`src/rtl/core/ids_pkg.sv`:
```
// ----------------------------------------------------------------------------
// ids_pkg
// Shared types and constants of the image download sequencer.
// ----------------------------------------------------------------------------
package ids_pkg;

	localparam int DEF_WORDS_PER_PACKET = 125;
	localparam int DEF_MAX_IMAGE_BYTES  = 81920;

	localparam int OFF_W       = 17;	// byte offset into the image store
	localparam int END_W       = 18;	// end of a packet, may reach 2^17
	localparam int QUEUE_DEPTH = 4;
	localparam int QPTR_W      = $clog2(QUEUE_DEPTH);

	typedef enum logic [2:0] {
		ST_PROGRESS = 3'd0,
		ST_ACCEPTED = 3'd1,
		ST_REJECTED = 3'd2,
		ST_MISMATCH = 3'd3,
		ST_COMPLETE = 3'd4
	} status_t;

	// One classified word, front to back.
	typedef struct packed {
		logic [7:0]       slave;
		logic [15:0]      value;
		logic [7:0]       pos;
		logic             first;	// word 0 of a request
		logic             last;
		logic             cnt_ok;	// word count matches the packet length
		logic             pos_ok;	// position inside the packet
		logic             len_ok;	// position of the final word
		logic             range_ok;	// packet index within the image limit
		logic [OFF_W-1:0] offset;	// byte offset of this word
		logic [END_W-1:0] pkt_end;	// byte count covered up to this packet
	} entry_t;

	typedef struct packed {
		logic             write_enable;
		logic [OFF_W-1:0] write_offset;
		logic [15:0]      write_data;
		logic             packet_done;
		status_t          status;
		logic             start_upgrade;
	} result_t;

endpackage

```
`src/rtl/core/image_download_sequencer.sv`:
```
// ----------------------------------------------------------------------------
// image_download_sequencer
// Firmware download sequencer: checks request words and emits image writes.
// ----------------------------------------------------------------------------
//  channel  | dir | beat contents
//  ---------+-----+-----------------------------------------------------------
//  s_*      | in  | one request word: slave, word_count, word_value, tlast
//  m_*      | out | one result per word: write, status, start_upgrade
//
//  One beat per cycle while the queue has room; an accepted beat is registered
//  into a queue entry and then into the result register, and is presented from there.
//  The 4-entry queue lets the front keep taking words while the result
//  register is stalled; s_tready drops only when the queue is full.
//  Reset (arst_n low) clears the position counter, the queue and all
//  download state; no clearing pass is needed.
// ----------------------------------------------------------------------------
module image_download_sequencer #(
	parameter int WORDS_PER_PACKET = ids_pkg::DEF_WORDS_PER_PACKET,
	parameter int MAX_IMAGE_BYTES  = ids_pkg::DEF_MAX_IMAGE_BYTES
) (
	input  logic        clk,
	input  logic        arst_n,
	input  logic        s_tvalid,
	output logic        s_tready,
	input  logic [31:0] s_tdata,	// slave[7:0], word_count[15:8], word_value[31:16]
	input  logic        s_tlast,	// last_word
	output logic        m_tvalid,
	input  logic        m_tready,
	output logic [39:0] m_tdata,	// write_offset[16:0], write_data[32:17],
					// status[35:33], start_upgrade[36], zero[39:37]
	output logic        m_tuser,	// write_enable
	output logic        m_tlast		// packet_done
);
	import ids_pkg::*;

	logic    accept;
	logic    q_full;
	logic    q_empty;
	logic    q_pop;
	entry_t  f_entry;
	entry_t  q_head;
	result_t res;

	// Take a beat whenever the queue has room.
	assign s_tready = !q_full;
	assign accept   = s_tvalid && s_tready;

	ids_front #(
		.WORDS_PER_PACKET(WORDS_PER_PACKET),
		.MAX_IMAGE_BYTES (MAX_IMAGE_BYTES)
	) u_front (
		.clk       (clk),
		.arst_n    (arst_n),
		.accept    (accept),
		.slave     (s_tdata[7:0]),
		.word_count(s_tdata[15:8]),
		.word_value(s_tdata[31:16]),
		.last_word (s_tlast),
		.entry     (f_entry)
	);

	ids_queue u_queue (
		.clk       (clk),
		.arst_n    (arst_n),
		.push      (accept),
		.push_entry(f_entry),
		.full      (q_full),
		.pop       (q_pop),
		.empty     (q_empty),
		.head      (q_head)
	);

	// Execute in order; hold the result until the consumer takes it.
	ids_back #(
		.MAX_IMAGE_BYTES(MAX_IMAGE_BYTES)
	) u_back (
		.clk      (clk),
		.arst_n   (arst_n),
		.empty    (q_empty),
		.head     (q_head),
		.pop      (q_pop),
		.res_valid(m_tvalid),
		.res_ready(m_tready),
		.res      (res)
	);

	assign m_tdata = {3'd0, res.start_upgrade, res.status, res.write_data, res.write_offset};
	assign m_tuser = res.write_enable;
	assign m_tlast = res.packet_done;

endmodule

```
`src/rtl/core/ids_front.sv`:
```
// ----------------------------------------------------------------------------
// ids_front
// Tracks the word position within a request and classifies each beat.
// ----------------------------------------------------------------------------
module ids_front #(
	parameter int WORDS_PER_PACKET = ids_pkg::DEF_WORDS_PER_PACKET,
	parameter int MAX_IMAGE_BYTES  = ids_pkg::DEF_MAX_IMAGE_BYTES
) (
	input  logic            clk,
	input  logic            arst_n,
	input  logic            accept,
	input  logic [7:0]      slave,
	input  logic [7:0]      word_count,
	input  logic [15:0]     word_value,
	input  logic            last_word,
	output ids_pkg::entry_t entry
);
	import ids_pkg::*;

	localparam int PACK_BYTES     = 2 * (WORDS_PER_PACKET - 1);
	localparam int TOP_PACKET_IDX = MAX_IMAGE_BYTES / PACK_BYTES;
	localparam logic [7:0] WPP    = 8'(WORDS_PER_PACKET);
	localparam logic [7:0] LAST_POS = 8'(WORDS_PER_PACKET - 1);
	localparam logic [8:0] PACK_C = 9'(PACK_BYTES);

	logic [7:0]       pos_q;
	logic [OFF_W-1:0] off_q;
	logic [END_W-1:0] end_q;
	logic [24:0]      prod;

	assign prod = {9'd0, word_value} * {16'd0, PACK_C};

	always_comb begin
		entry.slave    = slave;
		entry.value    = word_value;
		entry.pos      = pos_q;
		entry.first    = (pos_q == 8'd0);
		entry.last     = last_word;
		entry.cnt_ok   = (word_count == WPP);
		entry.pos_ok   = (pos_q < WPP);
		entry.len_ok   = (pos_q == LAST_POS);
		entry.range_ok = ({1'b0, word_value} <= 17'(TOP_PACKET_IDX));
		entry.offset   = off_q;
		entry.pkt_end  = end_q;
	end

	always_ff @(posedge clk or negedge arst_n) begin
		if (!arst_n) begin
			pos_q <= '0;
		end else if (accept) begin
			if (last_word) begin
				pos_q <= '0;
			end else if (pos_q != 8'hFF) begin
				pos_q <= pos_q + 8'd1;
			end
		end
	end

	// Base offsets of the packet; only meaningful once the packet is valid.
	always_ff @(posedge clk) begin
		if (accept) begin
			if (pos_q == 8'd0) begin
				end_q <= prod[END_W-1:0];
				off_q <= OFF_W'(prod[END_W-1:0] - END_W'(PACK_BYTES));
			end else begin
				off_q <= off_q + OFF_W'(2);
			end
		end
	end

endmodule

```
`src/rtl/core/ids_queue.sv`:
```
// ----------------------------------------------------------------------------
// ids_queue
// Short FIFO of classified words between the front and the back.
// ----------------------------------------------------------------------------
module ids_queue (
	input  logic            clk,
	input  logic            arst_n,
	input  logic            push,
	input  ids_pkg::entry_t push_entry,
	output logic            full,
	input  logic            pop,
	output logic            empty,
	output ids_pkg::entry_t head
);
	import ids_pkg::*;

	entry_t            mem [QUEUE_DEPTH];
	logic [QPTR_W-1:0] wr_q;
	logic [QPTR_W-1:0] rd_q;
	logic [QPTR_W:0]   cnt_q;

	assign full  = (cnt_q == (QPTR_W+1)'(QUEUE_DEPTH));
	assign empty = (cnt_q == '0);
	assign head  = mem[rd_q];

	always_ff @(posedge clk) begin
		if (push) begin
			mem[wr_q] <= push_entry;
		end
	end

	always_ff @(posedge clk or negedge arst_n) begin
		if (!arst_n) begin
			wr_q  <= '0;
			rd_q  <= '0;
			cnt_q <= '0;
		end else begin
			if (push) begin
				wr_q <= wr_q + 1'b1;
			end
			if (pop) begin
				rd_q <= rd_q + 1'b1;
			end
			if (push && !pop) begin
				cnt_q <= cnt_q + 1'b1;
			end else if (pop && !push) begin
				cnt_q <= cnt_q - 1'b1;
			end
		end
	end

endmodule

```
`src/rtl/core/ids_back.sv`:
```
// ----------------------------------------------------------------------------
// ids_back
// Holds the download state, executes each word and registers its result.
// ----------------------------------------------------------------------------
module ids_back #(
	parameter int MAX_IMAGE_BYTES = ids_pkg::DEF_MAX_IMAGE_BYTES
) (
	input  logic             clk,
	input  logic             arst_n,
	input  logic             empty,
	input  ids_pkg::entry_t  head,
	output logic             pop,
	output logic             res_valid,
	input  logic             res_ready,
	output ids_pkg::result_t res
);
	import ids_pkg::*;

	logic        valid_q;
	result_t     res_q;
	logic [15:0] last_index_q;
	logic        locked_q;
	logic [7:0]  owner_q;
	logic [31:0] size_q;
	logic [31:0] exp_q;
	logic [31:0] sum_q;
	logic        ok_q;
	logic [15:0] pidx_q;

	logic [15:0] last_index_d;
	logic        locked_d;
	logic [7:0]  owner_d;
	logic [31:0] size_d;
	logic [31:0] exp_d;
	logic [31:0] sum_d;
	logic        ok_d;
	logic [15:0] pidx_d;
	result_t     res_d;
	logic [31:0] off_w;
	logic [31:0] b_hi;
	logic [31:0] b_lo;

	assign pop       = !empty && (!valid_q || res_ready);
	assign res_valid = valid_q;
	assign res       = res_q;

	assign off_w = {15'd0, head.offset};
	assign b_hi  = (off_w < size_q) ? {24'd0, head.value[15:8]} : 32'd0;
	assign b_lo  = ((off_w + 32'd1) < size_q) ? {24'd0, head.value[7:0]} : 32'd0;

	always_comb begin
		last_index_d = last_index_q;
		locked_d     = locked_q;
		owner_d      = owner_q;
		size_d       = size_q;
		exp_d        = exp_q;
		sum_d        = sum_q;
		ok_d         = ok_q;
		pidx_d       = pidx_q;
		res_d        = '0;
		res_d.packet_done = head.last;
		res_d.status      = ST_PROGRESS;

		if (head.first) begin
			pidx_d = head.value;
			if (!head.cnt_ok) begin
				ok_d = 1'b0;
			end else if (head.value == 16'd0) begin
				ok_d         = 1'b1;
				owner_d      = head.slave;
				last_index_d = '0;
				locked_d     = 1'b0;
				sum_d        = '0;
			end else begin
				ok_d = !locked_q && head.range_ok && (head.slave == owner_q)
					&& ({1'b0, head.value} == ({1'b0, last_index_q} + 17'd1));
			end
		end else begin
			if (!head.cnt_ok || !head.pos_ok) begin
				ok_d = 1'b0;
			end
			if (ok_d) begin
				if (pidx_q == 16'd0) begin
					case (head.pos)
						8'd1: size_d[31:16] = head.value;
						8'd2: size_d[15:0]  = head.value;
						8'd3: exp_d[31:16]  = head.value;
						8'd4: exp_d[15:0]   = head.value;
						default: ;
					endcase
				end else begin
					res_d.write_enable = 1'b1;
					res_d.write_offset = head.offset;
					res_d.write_data   = head.value;
					sum_d = sum_q + b_hi + b_lo;
				end
			end
		end

		if (head.last) begin
			if (!ok_d || !head.len_ok) begin
				res_d.status = ST_REJECTED;
			end else if (pidx_d == 16'd0) begin
				res_d.status = (size_q > 32'(MAX_IMAGE_BYTES)) ? ST_REJECTED : ST_ACCEPTED;
			end else begin
				last_index_d = pidx_d;
				if ({14'd0, head.pkt_end} >= size_q) begin
					if (sum_d == exp_q) begin
						locked_d            = 1'b1;
						res_d.start_upgrade = 1'b1;
						res_d.status        = ST_COMPLETE;
					end else begin
						res_d.status = ST_MISMATCH;
					end
				end else begin
					res_d.status = ST_ACCEPTED;
				end
			end
		end
	end

	always_ff @(posedge clk or negedge arst_n) begin
		if (!arst_n) begin
			valid_q      <= 1'b0;
			last_index_q <= '0;
			locked_q     <= 1'b0;
			owner_q      <= '0;
			size_q       <= '0;
			exp_q        <= '0;
			sum_q        <= '0;
			ok_q         <= 1'b0;
			pidx_q       <= '0;
		end else begin
			if (pop) begin
				valid_q      <= 1'b1;
				last_index_q <= last_index_d;
				locked_q     <= locked_d;
				owner_q      <= owner_d;
				size_q       <= size_d;
				exp_q        <= exp_d;
				sum_q        <= sum_d;
				ok_q         <= ok_d;
				pidx_q       <= pidx_d;
			end else if (res_ready) begin
				valid_q <= 1'b0;
			end
		end
	end

	always_ff @(posedge clk) begin
		if (pop) begin
			res_q <= res_d;
		end
	end

endmodule
```
`config.mk`:
```
export PLATFORM = sky130hd
export DESIGN_NAME = image_download_sequencer
export DESIGN_NICKNAME = d
export VERILOG_FILES = /design/src/rtl/core/ids_pkg.sv /design/src/rtl/core/image_download_sequencer.sv /design/src/rtl/core/ids_front.sv /design/src/rtl/core/ids_queue.sv /design/src/rtl/core/ids_back.sv
export SDC_FILE = /design/constraint.sdc
export NUM_CORES = 1
export LEC_CHECK = 0
export BUFFER_PORTS_ARGS = -buffer_cell sky130_fd_sc_hd__buf_2
export CAP_MARGIN = 10
export CORE_MARGIN = 8
export CORE_UTILIZATION = 40
export DETAILED_ROUTE_END_ITERATION = 12
export GPL_TIMING_DRIVEN = 0
export PLACE_DENSITY = 0.56
export SYNTH_ARGS = -nofsm -noshare
export SYNTH_HDL_FRONTEND = slang
export SYNTH_SLANG_ARGS = --single-unit
```
`constraint.sdc`:
```
create_clock -name clk -period 18.5 [get_ports clk]
set_input_delay 0.925 -clock clk [delete_from_list [all_inputs] [get_ports clk]]
set_output_delay 0.925 -clock clk [all_outputs]
set_load 0.01 [all_outputs]
```
==> run summary <==
Run status: complete, no violations
Most used cell, CP: a21o_1
Crit path time final: 10.60 ns
Total CTS buffers: 54
Fmax: 0.0943 GHz
Post-CTS sizing: 0
CP startpoint kind: flop
Layout fillers: 5314
Worst Path Arrival: 10.94 ns
Maximum root-to-sink buffer count: 3
Fin crit share: 0.573
CP Capture Type: flop
Max cap viols: 0
Die Span X: 263 um
Yosys cell types: 74
Root Buffer: clkbuf_16
Die Ht: 263 um
Commonest non-fill, non-tap cell in the layout: edfxtp_1
Reg area: 14200 um^2
Initial Utilization: 0.404
CTS HTree Levels: 2
DRT iter0 DRCs: 1122
Final nets: 2133
Floorplan core area: 60200 um^2
Synthesized flop and latch total: 498
Hold buffer count at cts: 0
Pre-CTS setup slack: 7.87 ns
Via count: 15400
First-pass GRT wire length: 95800 um
Avg Cell Area, Syn: 13.3 um^2
Die area: 68900 um^2
TritonRoute pass-1 iters: 5
Main synth FF type: edfxtp_1
Largest net degree at the start of global routing: 111
Leak: 10.7 nW
Remaining global-route overflow: 0
Initial antenna violation count: 0
GPL Wtd Cong: 0.864
Power Density: 162 nW/um^2
Setup WS post-layout: 7.90 ns
Critical Path Max Stage Delay: 0.71 ns
Slew margin rel.: 0.164
TritonCTS clock tree: yes
CP max-delay cell: buf_1
Multi-input gate area: 9520 um^2
Post CTS Setup Buffer Count: 0
Min-delay worst type: input pin to async pin
Final Max Tran Viols: 0
Clk_skew: 0.0270 ns
CTS clk-pin slew, worst paths: 0.06 ns
IO buf count: 76
Clk Latency, worst-skew pair: 0.62 ns
Final wirelength: 62500 um
DP HPWL: 44700 um
Unrepaired setup endpoints after global routing: false
Data required time of the worst path: 18.84 ns
Clock sinks: 498
Maximum VDD drop: 0.0779 mV
Post-synth EDFFs: 344
DRC violations left: 0
Total number of yosys warnings: 0
Post-synthesis cell area: 24300 um^2
Setup tns final: 0 ns
Cells after Synth: 1832
CP Max Fanout: 10
Final Core Density: 0.462
I/O pins: 81
Hold Slack: 0.210 ns
Vias in the first global route: 15800
ANT nets after route: 0
Vias per cell: 5.48
Commonest cells after routing, fill and taps aside: edfxtp_1 (344), nand2_1 (170), dfrtp_1 (154), o21ai_0 (98), nor2_1 (93)
Num rows: 90
Fraction of final layout cells sized beyond drive strength 1: 0.164
Ys async rst share: 0.309
Ant diodes: 0
WS Path Type: flop to flop
Worst-Margin Slew: 1.24 ns
Endpoints failing setup: 0
GR Util All Layers: 0.178
Mean routed wirelength per cell: 22.2 um
Hold Fails Final Rpt: 0
Seq/Total Area, Yosys: 0.583
Layout area overhead: 14.5%
-- stage by stage --
stage          instances  cell area, um^2  total power [mW]
5_1_grt             2810            27800              4.75
3_5_place_dp        2708            26000              3.41
4_1_cts             2810            27800              4.55
6_report            2810            27800              4.50
3_3_place_gp        2693            25700              3.32
2_1_floorplan       1835            24300              2.75
-- worst max-delay path: cells and delay by family (launching register included) --
| family | cells | cell delay, ns |
|---|---|---|
| simple gates | 5 | 1.26 |
| xor+xnor | 1 | 0.18 |
| flops | 1 | 0.34 |
| buf+inv | 8 | 2.92 |
| fa+ha+maj | 4 | 1.52 |
| compound gates | 13 | 3.42 |
| mux | 1 | 0.63 |
-- sequential cells by signal, summed over array words and instances (netlist names) --
| name | cells |
|---|---|
| u_back.exp_q | 32 |
| u_back.locked_q | 1 |
| u_queue.mem | 276 |
| u_back.ok_q | 1 |
| u_back.sum_q | 32 |
| u_front.pos_q | 8 |
| u_front.off_q | 16 |
| u_back.res | 37 |
| u_back.owner_q | 8 |
| u_back.pidx_q | 16 |
| u_queue.cnt_q | 3 |
| u_front.end_q | 15 |
| u_queue.rd_q | 2 |
| u_queue.wr_q | 2 |
| u_back.last_index_q | 16 |
| u_back.res_valid | 1 |
| u_back.size_q | 32 |
-- synth_stat cells (all sizes together), types with 6 or more instances --
library cell	instances	area, um^2
a21o	19	143
a21oi	62	310
a22o	7	61.3
a31oi	8	50.1
and2	28	175
and3	15	93.8
and4	8	70.1
buf	23	134
clkbuf	54	203
dfrtp	154	3850
edfxtp	344	10300
fa	41	821
ha	73	913
inv	84	315
mux2	60	676
mux2i	52	521
mux4	62	1400
nand2	170	638
nand2b	10	62.6
nand3	34	170
nand3b	6	45.0
nand4	23	144
nor2	94	355
nor2b	8	50.1
nor3	36	185
nor4	36	268
o21ai	111	559
o22ai	7	43.8
o31ai	16	120
or4	8	63.8
xnor2	70	613
xor2	46	403
-- path summary, 6_finish.rpt --
check                                   from                 to  slack (ns)  depth (start not counted)
max in group asynchronous             arst_n   u_back.sum_q[20]       17.37                          2
min reg2reg                u_back.size_q[29]  u_back.size_q[29]        0.49                          2
max reg2reg                  u_queue.rd_q[0]      u_back.res[1]        7.90                         32
min                                   arst_n  u_back.size_q[25]        0.21                          1
max                          u_queue.rd_q[0]      u_back.res[1]        7.90                         32
min in group clk           u_back.size_q[29]  u_back.size_q[29]        0.49                          2
-- report_power, final --
| group | internal, mW | switching [mW] | total, mW |
|---|---|---|---|
| Combinational | 0.647 | 1.07 | 1.72 |
| Sequential | 1.52 | 0.132 | 1.65 |
| Clock | 0.680 | 0.452 | 1.13 |
-- cell families after synthesis --
family,synth area share
adders and majority gates,0.0713
buffers and inverters,0.0268
AOI/OAI and AO/OA,0.0691
DFF,0.583
other,0.000154
xor gates and xnor gates,0.0418
muxes,0.107
and+or+nand+nor,0.101
-- layer usage --
metal  GRT usage  wire length, um
met1       0.235            27600
met2       0.301            30500
met3      0.0251             2720
met4      0.0601             1670
met5           0                0
-- area by class of cell --
| class | count | area share |
|---|---|---|
| clock buffers | 71 | 0.0533 |
| repair buffers | 91 | 0.0222 |
| flip-flops and latches | 498 | 0.509 |
| inverters | 84 | 0.0113 |
| multi-input cells | 1176 | 0.342 |
| plain buffers | 77 | 0.0122 |
| clock inverters | 31 | 0.0145 |
| well taps | 782 | 0.0351 |
Note: power is estimated with default switching activity, not from simulation.
